`src/hdl/dabc_ram.sv`:
```
`timescale 1ns / 1ps
module dabc_ram #(
  parameter int unsigned Width = 8,
  parameter int unsigned Depth = 16
) (
  input  logic                     clk_i,
  input  logic                     we_i,
  input  logic [$clog2(Depth)-1:0] waddr_i,
  input  logic [Width-1:0]         wdata_i,
  input  logic [$clog2(Depth)-1:0] raddr_i,
  output logic [Width-1:0]         rdata_o
);
  logic [Width-1:0] mem_q [Depth];
  always_ff @(posedge clk_i) begin
    if (we_i) mem_q[waddr_i] <= wdata_i;
    rdata_o <= mem_q[raddr_i];
  end
endmodule

```
`config.mk`:
```
export PLATFORM = sky130hd
export DESIGN_NAME = dabc_ram
export DESIGN_NICKNAME = d
export VERILOG_FILES = /design/src/hdl/dabc_ram.sv
export SDC_FILE = /design/constraint.sdc
export NUM_CORES = 1
export LEC_CHECK = 0
export BUFFER_PORTS_ARGS = -buffer_cell sky130_fd_sc_hd__clkbuf_2
export CELL_PAD_IN_SITES_DETAIL_PLACEMENT = 0
export CELL_PAD_IN_SITES_GLOBAL_PLACEMENT = 1
export CORE_MARGIN = 8
export CORE_UTILIZATION = 55
export CTS_BUF_LIST = sky130_fd_sc_hd__clkbuf_4 sky130_fd_sc_hd__clkbuf_8
export DETAILED_ROUTE_END_ITERATION = 6
export PLACE_DENSITY_LB_ADDON = 0.25
export SLEW_MARGIN = 5
export SYNTH_ARGS = -nofsm -noshare
export SYNTH_HDL_FRONTEND = slang
export SYNTH_SLANG_ARGS = --single-unit
```
`constraint.sdc`:
```
create_clock -name clk_i -period 1.85 [get_ports clk_i]
set_input_delay 0.185 -clock clk_i [delete_from_list [all_inputs] [get_ports clk_i]]
set_output_delay 0.185 -clock clk_i [all_outputs]
set_load 0.01 [all_outputs]
```
# Word-level counts from Yosys, hierarchy flattened

Memories as Yosys holds them, arrays and structs flattened. A register that Yosys moved wholly into a read port is not among the register bits.
Cells that the tools add are included.

Latch bits: 0
Bits in read-only memories: 0
Memories kept: 1
Output and inout port bits: 8
Bits in writable memories: 128
Bits in registers: 0

Shift operators: 0
Magnitude comparators: 0
Equality and inequality tests: 0
Bitwise logic cells: 0
Multiply operators: 0
Add/sub/neg operators: 0
Divide/modulo/power cells: 0
Reduce and logical (&&, ||, !) cells: 0
Muxes and demuxes: 2

Memories:

| memory | depth | width | read ports | clocked after Yosys merged registers in | write ports | RTL line | source |
|---|---|---|---|---|---|---|---|
| mem_q  | 16    | 8     | 1          | 1                                       | 1           | 13       | `logic [Width-1:0] mem_q [Depth];` |

Operators with widths:

| cell   | count |
|---|---|
| $mux 1 | 2 |

# Logic depth before layout (Yosys ltp)

Gate-level depths: netlist (run 1).

Word-level depth: 2
Depth in mapped cells: 5
Gate-level depth less buffers: 3

# Least setup slack after synthesis (run 1)

No wires, ideal clock.

Kind: input to register
Start: input waddr_i[2]
End: memory mem_q[0][0] (enable)
Arrival time: 1,295 ps
Stages: 2
Required time: 1,467 ps
Path slack: 172 ps
Cells stage by stage: or3b_2 nor3_1

RTL lines:

| element            | RTL line | source |
|---|---|---|
| start: declaration | 8        | `input logic [$clog2(Depth)-1:0] waddr_i,` |
| end: declaration   | 13       |  |

No word-level cell before the write port.

==> results.md, run 1 <==
- Outcome: completed
- Most area-consuming cells after synthesis: sky130_fd_sc_hd__edfxtp_1, sky130_fd_sc_hd__mux4_2, sky130_fd_sc_hd__mux4_1, sky130_fd_sc_hd__dfxtp_1, sky130_fd_sc_hd__a22oi_1
- Sort of element at the end of the critical path: flop
- Worst R2R Path Depth: 3
- Area share of the largest cell type after synthesis: 0.747
- Post-synthesis sequential element count: 136
- Flip-flop cell with the highest count after synthesis: sky130_fd_sc_hd__edfxtp_1
- Total core area: 0.00915 sq mm
- Area of the die: 0.0127 sq mm
- Count of routing violations after the opening detailed-route iteration: roughly 130
- Chip Height: approximately 110 microns
- Share of the yosys chip area belonging to registers: 0.778
- Placement Setup Slack: 0.238 ns
- Post-detailed-placement half-perimeter wirelength: 6000 microns
- Synth cell count leaders: sky130_fd_sc_hd__edfxtp_1, sky130_fd_sc_hd__mux4_2, sky130_fd_sc_hd__a22oi_1
- Peak per-stage delay on the critical path: 0.52 ns
- Arrival time at the worst endpoint: 1.73 ns
- Fin Setup TNS: 0 ns
- Count of hold buffers inserted by post-cts repair: 0
- Global routing usage summed across all routing layers: 0.156
- I/O Pins: 26
- Ratio of cells with drive above 1 in the final layout: 0.323
- Number of buffers inserted during clock tree synthesis: 17
- Required @ worst endpoint: 2.15 ns
- Final period util: 0.774
- Switch share: 0.208
- Largest net degree at the start of global routing: 33
- Post-route DRC violation count: 0
- Final nets: a little over 300
- Cell-internal power: 4.84 mW
- Category of the critical setup timing path: reg2reg
- R2r setup slk: ~0.42 ns
- Crit start category: flop
- Non-Filler Instances: ~400
- Number of nets with antenna violations after detailed routing: 0
- Worst Clk Skew: 0.0158 ns
- Synth Cell Area: 0.00515 sq mm
- Mean number of vias per cell: around 6
- Sequential power share: 0.567
- Filler cell count: 642
- Highest fanout seen on the critical path: 1
- Number of vias in the routed layout: ~2400
- Number of cells upsized or downsized after cts: 0
- Fraction of registers with async set or reset after synthesis: 0
- Max Root-Sink Buffers: 2
- Portion of total power attributed to the clock network: 0.381
- Area added between synthesis and finish: 14.6%
- Static leakage power: 2.01 nW
- Synth Instances: around 230
- Die Width: 113 microns
- Minimum hold slack: 0.195 ns
- Cell variety after synth: 19
- Biggest area consumer among synthesized cells: sky130_fd_sc_hd__edfxtp_1
- Clock-pin slew on the worst setup and hold paths: 0.08 ns
- Worst Hold Depth: 1
- Count of buffers from port buffering: 25
- Worst hold start: wdata_i[4]
- Power share of the combinational group: 0.053
- Number of buffers and inverters on the critical path: 0
- Setup repair after global routing missed its margin: false
- Number of clock sinks: 136
- Detailed-routing iteration count for the pre-antenna-repair pass: 4
- Yosys warning count: 0
- Worst-Skew Late Latency: about 0.42 ns
- Worst ir drop on vdd: around 0.52 mV
- Power per unit of standard cell area: between 1000 and 1500 mW/mm^2
- Setup WS post-layout: 0.418 ns
- Clock period minus worst slack: 1.43 ns
- Count of H-tree levels built during CTS: 4
- Most instantiated library cell after synthesis: sky130_fd_sc_hd__edfxtp_1
- Net Switching: 1.27 mW
- Wire length of the first global-routing pass: 14300 microns
- Number of cell rows: 35
- Routed len/inst: 22.9 microns
- TritonCTS clock tree: built
- Count of flip-flops with a built-in enable after synthesis: 128
- Antenna violations before repair: 0
- Via count of the first global-routing pass: 2566
- Max-slew headroom at the worst pin: 0.604
- Wirelength, routed: 9340 microns
- Class of the worst hold path: in2reg
- Start of the worst register-to-register path: mem_q[2][0]$_DFFE_PP_
- Maximum clock frequency: 0.698 GHz
- Buffer type at the clock tree root: sky130_fd_sc_hd__clkbuf_8
- Overall power consumption: 6.11 mW
- Number of antenna diodes: 0
- Critical path's top delay family: multiplexers
- Setup repair bufs after CTS: 0
- Critical Path Stages: 3
- Final setup violation count: 0
- Worst-path cell chain: mux4_1 > a22oi_1 > nand2_1
- Post-Place Cells: 376
- Launch point of the worst path: mem_q[2][0]$_DFFE_PP_
- Total congestion overflow after global routing: 0
- Initial core utilization: 0.562
- Transition time at the pin with the least slew margin: 0.592 ns
- Final Hold Vio Count: 0
- Synthesized Nets: 247
- Synth Area per Inst: roughly 22 sq um
- Count of final max-slew check failures: 0
- Max capacitance violation total: 0
- Cell type of the slowest stage on the worst timing path: sky130_fd_sc_hd__mux4_1
- Routability cong.: 0.697
## final timing paths
kind / to
worst max-delay path: rdata_o[0]$_DFF_P_
worst min register to register: rdata_o[5]$_DFF_P_
worst max register to register: rdata_o[0]$_DFF_P_
worst min-delay path: mem_q[8][4]$_DFFE_PP_
## per-layer routing
metal | wire length, microns | vias up | global-route usage | share of wire
li1 | - | 1080 | - | -
met1 | 4200 | 1238 | 0.202 | 0.45
met2 | 4560 | 68 | 0.245 | 0.49
met3 | 493 | 6 | 0.0463 | 0.053
met4 | 95 | 0 | 0.0549 | 0.010
met5 | 0 | - | 0 | 0
## per-stage QoR
| stage | instance area (sq um) | util |
|---|---|---|
| after floorplan | 5150 | - |
| after CTS | 5900 | 0.644 |
| after detailed placement | 5510 | 0.602 |
| final | 5900 | 0.644 |
| after global placement | 5510 | 0.602 |
| after global routing | 5900 | 0.644 |
## sequential cells by signal, summed over array words and instances (netlist names)
name	flops
mem_q	128
rdata_o	8
## area by class of cell
| type | instances | area, sq um | share of cell area |
|---|---|---|---|
| clock buffers | 20 | 263 | 0.0446 |
| clock inverters | 12 | 126 | 0.0214 |
| multi-input cells | 83 | 1060 | 0.179 |
| flip-flops and latches | 136 | 4000 | 0.679 |
| well taps | 111 | 139 | 0.0236 |
| repair buffers | 46 | 308 | 0.0522 |
## worst register-to-register path: stages (launching register included)
cell and delay (ns):
sky130_fd_sc_hd__edfxtp_1 0.40, sky130_fd_sc_hd__mux4_1 0.52, sky130_fd_sc_hd__a22oi_1 0.31, sky130_fd_sc_hd__nand2_1 0.09
## layout by cell type, fill, tap and decap left out, drive strengths merged
cell	count
dfxtp	8
nand2	9
or3b	1
bufinv	2
a22oi	16
nand3	1
nand3b	2
nand2b	2
clkinv	5
edfxtp	128
nor2	13
clkinvlp	4
inv	1
and2b	1
nor2b	1
buf	21
nor3	4
mux4	32
clkbuf	45
and2	1
## power groups by stage
stage                     sequential [mW]  clock, mW  combinational, mW
after global placement               3.53          0              0.318
after CTS                            3.46       2.35              0.327
final                                3.46       2.33              0.321
after detailed placement             3.53          0              0.327
after global routing                 3.47       2.48              0.350
after floorplan                      3.53          0              0.175
## cell families after synthesis
logic type             Yosys count  share of synthesized area
flip-flops                     136                      0.778
AND/OR/NAND/NOR                 35                     0.0318
AO/OA/AOI/OAI                   16                     0.0233
multiplexers                    32                      0.150
buffers and inverters           10                     0.0168
(Power assumes the default switching activity.)
==> run 2, diff against run 1 <==
- clock period: 1.85 -> 1.5 ns (I/O delays scaled with it)
==> run 2 against run 1 <==
  * Cell count down 0.49%
  * Utilization up 1.1 points
  * Design area rose by 1.8%
  * Clock skew down 0.0057 ns
  * Critical path type unchanged
  * Critical path depth unchanged
  * Worst setup slack got worse by 0.27 ns
  * Die area stayed put
  * Flip-flop and latch count unchanged
  * Routed wire length is 5.6% higher
  * Power increased by 35%
==> results.md, run 2 (synthesized netlist as in run 1, its figures left out) <==
- Ratio of cells with drive above 1 in the final layout: 0.325 (was 0.323)
- Post-route DRC violation count: 0 (unchanged)
- Highest fanout seen on the critical path: 1 (unchanged)
- Final setup violation count: 0 (unchanged)
- Count of H-tree levels built during CTS: 4 (unchanged)
- Mean number of vias per cell: 5.96 (was 5.86)
- Post-layout instance area: 0.00600 sq mm (was 0.00590 sq mm)
- Total core area: 0.00915 sq mm (unchanged)
- Cell type of the slowest stage on the worst timing path: sky130_fd_sc_hd__mux4_2 (was sky130_fd_sc_hd__mux4_1)
- Total area of multi-input combinational cells: 0.00106 sq mm (about the same)
- Critical path's top delay family: multiplexers (unchanged)
- Max Root-Sink Buffers: 2 (unchanged)
- I/O Pins: 26 (unchanged)
- Required @ worst endpoint: 1.80 ns (was 2.15 ns)
- Worst-Skew Late Latency: 0.42 ns (about the same)
- Number of cells upsized or downsized after cts: 0 (unchanged)
- Clock period minus worst slack: 1.35 ns (was 1.43 ns)
- Count of hold buffers inserted by post-cts repair: 0 (unchanged)
- Routed len/inst: 24.3 microns (was 22.9 microns)
- Crit start category: flop (unchanged)
- Detailed-routing iteration count for the pre-antenna-repair pass: 4 (unchanged)
- Highest-count cells in the layout ignoring fill and taps: sky130_fd_sc_hd__edfxtp_1, sky130_fd_sc_hd__clkbuf_2, sky130_fd_sc_hd__clkbuf_8, sky130_fd_sc_hd__mux4_2 (was sky130_fd_sc_hd__edfxtp_1, sky130_fd_sc_hd__clkbuf_2, sky130_fd_sc_hd__buf_4, sky130_fd_sc_hd__mux4_2, sky130_fd_sc_hd__clkbuf_8)
- Wirelength, routed: 9860 microns (was 9340 microns)
- Transition time at the pin with the least slew margin: 0.806 ns (was 0.592 ns)
- Class of the worst hold path: in2reg (unchanged)
- Minimum hold slack: 0.157 ns (was 0.195 ns)
- Area of the die: 0.0127 sq mm (unchanged)
- Post-detailed-placement cell area: 0.00551 sq mm (about the same)
- Registers with the most flip-flops: mem_q (128), rdata_o (8) (unchanged)
- Clock-pin slew on the worst setup and hold paths: 0.08 ns (about the same)
- Flip-flop and latch area: 0.00400 sq mm (unchanged)
- Routability cong.: 0.720 (was 0.697)
- Peak per-stage delay on the critical path: 0.46 ns (was 0.52 ns)
- Final period util: 0.899 (was 0.774)
- Number of antenna diodes: 0 (unchanged)
- Power per unit of standard cell area: 1370 mW/mm^2 (was 1040 mW/mm^2)
- Setup repair after global routing missed its margin: false (unchanged)
- Filler cell count: 598 (was 642)
- Overall power consumption: 8.24 mW (was 6.11 mW)
- Sort of element at the end of the critical path: flop (unchanged)
- Wire length of the first global-routing pass: 14900 microns (was 14300 microns)
- Die Width: 113 microns (unchanged)
- Static leakage power: 2.06 nW (was 2.01 nW)
- Number of cell rows: 35 (unchanged)
- Area added between synthesis and finish: 16.6% (was 14.6%)
- Count of routing violations after the opening detailed-route iteration: 187 (was 126)
- Outcome: completed (unchanged)
- Number of buffers and inverters on the critical path: 0 (unchanged)
- Number of nets with antenna violations after detailed routing: 0 (unchanged)
- Worst Clk Skew: 0.0101 ns (was 0.0158 ns)
- Arrival time at the worst endpoint: 1.64 ns (was 1.73 ns)
- Maximum clock frequency: 0.741 GHz (was 0.698 GHz)
- Initial core utilization: 0.562 (unchanged)
- Setup repair bufs after CTS: 0 (unchanged)
- Final Hold Vio Count: 0 (unchanged)
- Global routing usage summed across all routing layers: 0.166 (was 0.156)
- Count of final max-slew check failures: 0 (unchanged)
- Count of buffers from port buffering: 25 (unchanged)
- Max capacitance violation total: 0 (unchanged)
- Via count of the first global-routing pass: 2495 (was 2566)
- Max-slew headroom at the worst pin: 0.462 (was 0.604)
- TritonCTS clock tree: built (unchanged)
- Antenna violations before repair: 0 (unchanged)
- Number of clock sinks: 136 (unchanged)
- Buffer type at the clock tree root: sky130_fd_sc_hd__clkbuf_8 (unchanged)
- Final nets: 300 (was 302)
- Worst-path cell chain: mux4_2 > a22oi_1 > nand2_1 (was mux4_1 > a22oi_1 > nand2_1)
- Chip Height: 113 microns (unchanged)
- Category of the critical setup timing path: reg2reg (unchanged)
- Number of vias in the routed layout: 2421 (was 2392)
- Most flops, register: mem_q (unchanged)
- Number of flip-flops in the largest register: 128 (unchanged)
- Number of buffers inserted during clock tree synthesis: 17 (unchanged)
- Largest net degree at the start of global routing: 33 (unchanged)
- Total congestion overflow after global routing: 0 (unchanged)
- Worst ir drop on vdd: 0.989 mV (was 0.524 mV)
- Most common library cell in the layout ignoring fill and taps: sky130_fd_sc_hd__edfxtp_1 (unchanged)
## run 2: metal layers
metal	wire [microns]	global-route usage
met1	4320	0.220
met2	4850	0.255
met3	597	0.0522
met4	90	0.0594
met5	0	0
## run 2: per-stage QoR
stage                     setup slack [ns]  setup TNS, ns  utilization  cells
after floorplan                     0.0839              0            -    229
after global placement             -0.0427        -0.0780        0.602    374
after detailed placement           -0.0638         -0.145        0.602    374
after CTS                            0.145              0        0.656    406
after global routing                0.0812              0        0.656    406
final                                0.151              0        0.656    406
## run 2: layout make-up
cell class / instances / area share
Clock inverter: 12 / 0.0371
Multi-Input combinational cell: 83 / 0.177
Clock buffer: 20 / 0.0448
Timing Repair Buffer: 44 / 0.0509
Tap cell: 111 / 0.0231
Sequential cell: 136 / 0.667
## run 2: power breakdown
part,total (mW),switching (mW),internal [mW]
registers,4.27,0.0292,4.24
logic,0.406,0.232,0.174
clock network,3.56,1.31,2.25
total,8.24,1.57,6.67
## run 2: worst paths after layout
kind | startpoint | endpoint | slack, ns | cells after the start
worst min-delay path | wdata_i[2] | mem_q[11][2]$_DFFE_PP_ | 0.16 | 1
worst min register to register | mem_q[15][5]$_DFFE_PP_ | rdata_o[5]$_DFF_P_ | 0.68 | 3
worst max-delay path | mem_q[11][7]$_DFFE_PP_ | rdata_o[7]$_DFF_P_ | 0.15 | 3
worst max register to register | mem_q[11][7]$_DFFE_PP_ | rdata_o[7]$_DFF_P_ | 0.15 | 3
==> run 3, diff against run 2 <==
- ABC_AREA: unset -> 1
- CORE_UTILIZATION: 55 -> 51
==> run 3 against run 2 <==
  * Register-to-register slack gained 0.34 ns
  * Utilization shrank 7.0 points
  * Critical path type is now reg2out
  * Flip-flop and latch count is the same
  * Power shrank 2.0%
==> results.md, run 3 <==
- Outcome: completed (unchanged)
- I/O Pins: 26 (unchanged)
- Share of the yosys chip area belonging to registers: 0.694 (was 0.778)
- Routability cong.: 0.785 (was 0.720)
- Global routing usage summed across all routing layers: 0.192 (was 0.166)
- Max capacitance violation total: 0 (unchanged)
- Fraction of registers with async set or reset after synthesis: 0 (unchanged)
- Area of the die: 0.0150 sq mm (was 0.0127 sq mm)
- Antenna violations before repair: 0 (unchanged)
- Mean number of vias per cell: 5.06 (was 5.96)
- Clock period minus worst slack: 1.11 ns (was 1.35 ns)
- Ratio of cells with drive above 1 in the final layout: 0.138 (was 0.325)
- Most area-consuming cells after synthesis: sky130_fd_sc_hd__edfxtp_1, sky130_fd_sc_hd__nand2_1, sky130_fd_sc_hd__nand3_1, sky130_fd_sc_hd__inv_1, sky130_fd_sc_hd__dfxtp_1 (was sky130_fd_sc_hd__edfxtp_1, sky130_fd_sc_hd__mux4_2, sky130_fd_sc_hd__mux4_1, sky130_fd_sc_hd__dfxtp_1, sky130_fd_sc_hd__a22oi_1)
- Sort of element at the end of the critical path: primary output (was flop)
- Buffer type at the clock tree root: sky130_fd_sc_hd__clkbuf_8 (unchanged)
- Worst-path cell chain: clkbuf_2 (was mux4_2 > a22oi_1 > nand2_1)
- Routed len/inst: 17.6 microns (was 24.3 microns)
- Number of buffers inserted during clock tree synthesis: 17 (unchanged)
- Yosys warning count: 0 (unchanged)
- Count of flip-flops with a built-in enable after synthesis: 128 (unchanged)
- Switch share: 0.213 (was 0.190)
- Sequential power share: 0.529 (was 0.518)
- Post-detailed-placement cell area: 0.00614 sq mm (was 0.00551 sq mm)
- Number of cell rows: 39 (was 35)
- Category of the critical setup timing path: reg2out (was reg2reg)
- Class of the worst hold path: in2reg (unchanged)
- Synth Cell Area: 0.00577 sq mm (was 0.00515 sq mm)
- Cell variety after synth: 12 (was 19)
- Portion of total power attributed to the clock network: 0.404 (was 0.432)
- Clock-pin slew on the worst setup and hold paths: 0.07 ns (was 0.08 ns)
- Synth Instances: 551 (was 229)
- Count of final max-slew check failures: 0 (unchanged)
- Post-layout instance area: 0.00658 sq mm (was 0.00600 sq mm)
- Post-detailed-placement half-perimeter wirelength: 8200 microns
- Flip-flop cell with the highest count after synthesis: sky130_fd_sc_hd__edfxtp_1 (unchanged)
- Chip Height: 122 microns (was 113 microns)
- Number of clock sinks: 136 (unchanged)
- Wirelength, routed: 13200 microns (was 9860 microns)
- Setup repair bufs after CTS: 0 (unchanged)
- Count of H-tree levels built during CTS: 4 (unchanged)
- Worst-Skew Late Latency: 0.43 ns (was 0.42 ns)
- Number of cells upsized or downsized after cts: 0 (unchanged)
- Detailed-routing iteration count for the pre-antenna-repair pass: 5 (was 4)
- Number of buffers and inverters on the critical path: 1 (was 0)
- Via count of the first global-routing pass: 3775 (was 2495)
- Fin Setup TNS: 0 ns (unchanged)
- Required @ worst endpoint: 1.35 ns (was 1.80 ns)
- Net Switching: 1.72 mW (was 1.57 mW)
- Peak per-stage delay on the critical path: 0.38 ns (was 0.46 ns)
- Number of vias in the routed layout: 3807 (was 2421)
- Cell-internal power: 6.35 mW (was 6.67 mW)
- Synth cell count leaders: sky130_fd_sc_hd__nand2_1, sky130_fd_sc_hd__edfxtp_1, sky130_fd_sc_hd__inv_1 (was sky130_fd_sc_hd__edfxtp_1, sky130_fd_sc_hd__mux4_2, sky130_fd_sc_hd__a22oi_1)
- Number of antenna diodes: 0 (unchanged)
- Transition time at the pin with the least slew margin: 0.474 ns (was 0.806 ns)
- Critical path's top delay family: flip-flops (was multiplexers)
- Registers with the most flip-flops: mem_q (128), rdata_o (8) (unchanged)
- Final nets: 614 (was 300)
- Maximum clock frequency: 0.904 GHz (was 0.741 GHz)
- Power per unit of standard cell area: 1230 mW/mm^2 (was 1370 mW/mm^2)
- Biggest area consumer among synthesized cells: sky130_fd_sc_hd__edfxtp_1 (unchanged)
- Max Root-Sink Buffers: 2 (unchanged)
- Synth Area per Inst: 10.5 sq um (was 22.5 sq um)
- Cell type of the slowest stage on the worst timing path: sky130_fd_sc_hd__dfxtp_1 (was sky130_fd_sc_hd__mux4_2)
- Number of flip-flops in the largest register: 128 (unchanged)
- Final setup violation count: 0 (unchanged)
- Most instantiated library cell after synthesis: sky130_fd_sc_hd__nand2_1 (was sky130_fd_sc_hd__edfxtp_1)
- Initial core utilization: 0.514 (was 0.562)
- Area share of the largest cell type after synthesis: 0.667 (was 0.747)
- Total core area: 0.0112 sq mm (was 0.00915 sq mm)
- Non-Filler Instances: 752 (was 406)
- Die Width: 122 microns (was 113 microns)
- Count of buffers from port buffering: 25 (unchanged)
- Most flops, register: mem_q (unchanged)
- Most common library cell in the layout ignoring fill and taps: sky130_fd_sc_hd__nand2_1 (was sky130_fd_sc_hd__edfxtp_1)
- Setup repair after global routing missed its margin: false (unchanged)
- Post-route DRC violation count: 0 (unchanged)
- Worst ir drop on vdd: 0.637 mV (was 0.989 mV)
- Count of routing violations after the opening detailed-route iteration: 330 (was 187)
- Highest-count cells in the layout ignoring fill and taps: sky130_fd_sc_hd__nand2_1, sky130_fd_sc_hd__edfxtp_1, sky130_fd_sc_hd__inv_1, sky130_fd_sc_hd__nand3_1, sky130_fd_sc_hd__clkbuf_2 (was sky130_fd_sc_hd__edfxtp_1, sky130_fd_sc_hd__clkbuf_2, sky130_fd_sc_hd__clkbuf_8, sky130_fd_sc_hd__mux4_2)
- Highest fanout seen on the critical path: 1 (unchanged)
- Crit start category: flop (unchanged)
- Area added between synthesis and finish: 14.0% (was 16.6%)
- Arrival time at the worst endpoint: 0.96 ns (was 1.64 ns)
- Count of hold buffers inserted by post-cts repair: 0 (unchanged)
- Wire length of the first global-routing pass: 21100 microns (was 14900 microns)
- Max-slew headroom at the worst pin: 0.684 (was 0.462)
- Final Hold Vio Count: 0 (unchanged)
- Number of nets with antenna violations after detailed routing: 0 (unchanged)
- Largest net degree at the start of global routing: 65 (was 33)
- Synthesized Nets: 569 (was 247)
- Final period util: 0.738 (was 0.899)
- Worst Clk Skew: 0.00777 ns (was 0.0101 ns)
- Total congestion overflow after global routing: 0 (unchanged)
- Post-Place Cells: 720 (was 374)
- Static leakage power: 2.90 nW (was 2.06 nW)
- TritonCTS clock tree: built (unchanged)
- Post-synthesis sequential element count: 136 (unchanged)
- Power share of the combinational group: 0.068 (was 0.049)
## run 3: cell types whose count changed after synthesis, moves of 10 or more
cell / change
sky130_fd_sc_hd__mux4_2: -18
sky130_fd_sc_hd__a22oi_1: -16
sky130_fd_sc_hd__nand2_1: +164
sky130_fd_sc_hd__buf_2: +10
sky130_fd_sc_hd__nand3_1: +96
sky130_fd_sc_hd__mux4_1: -14
sky130_fd_sc_hd__inv_1: +100
## run 3: through the flow
stage | utilization | worst slack (ns) | power (mW) | hold slack (ns)
detailed placement | 0.547 | 0.142 | 4.91 | 0.548
finish | 0.586 | 0.394 | 8.08 | 0.168
global route | 0.586 | 0.352 | 8.37 | 0.162
global placement | 0.547 | 0.136 | 4.89 | 0.545
floorplan | - | 0.399 | 4.66 | 0.249
CTS | 0.586 | 0.371 | 8.15 | 0.135
## run 3: layout make-up
| cell class | count | area [sq um] |
|---|---|---|
| clock buffers | 23 | 285 |
| clock inverters | 9 | 149 |
| fillers | 975 | 4650 |
| inverters | 102 | 383 |
| multi-input cells | 289 | 1210 |
| flip-flops and latches | 136 | 4000 |
| well taps | 143 | 179 |
| repair buffers | 50 | 363 |
## run 3: path summary, 6_finish.rpt
kind	start	endpoint	slack, ns	cells past startpoint
max	rdata_o[3]$_DFF_P_	rdata_o[3]	0.39	1
min	raddr_i[3]	rdata_o[1]$_DFF_P_	0.17	4
max reg2reg	mem_q[0][0]$_DFFE_PP_	rdata_o[0]$_DFF_P_	0.49	6
min reg2reg	mem_q[12][2]$_DFFE_PP_	rdata_o[2]$_DFF_P_	0.67	6
## run 3: power groups by stage
stage                     combinational, mW  clock [mW]  sequential (mW)
after floorplan                       0.300           0             4.36
after global placement                0.542           0             4.35
after detailed placement              0.551           0             4.35
after CTS                             0.553        3.33             4.27
after global routing                  0.608        3.49             4.28
final                                 0.548        3.26             4.27
## run 3: cells by family (layout without fill, tap and decap cells)
kind of cell | count (synthesis) | after routing | synth area share
AND/OR/NAND/NOR | 289 | 289 | 0.210
flip-flops | 136 | 136 | 0.694
buffers and inverters | 126 | 184 | 0.0952
## run 3: routing by layer
layer  routed length (microns)  track usage  share of wire  vias to the layer above
met5                         0            0              0                        -
met4                       242       0.0807          0.018                        0
met3                       852       0.0538          0.065                       20
met2                      6280        0.297           0.48                      124
met1                      5840        0.250           0.44                     1800
li1                          -            -              -                     1863
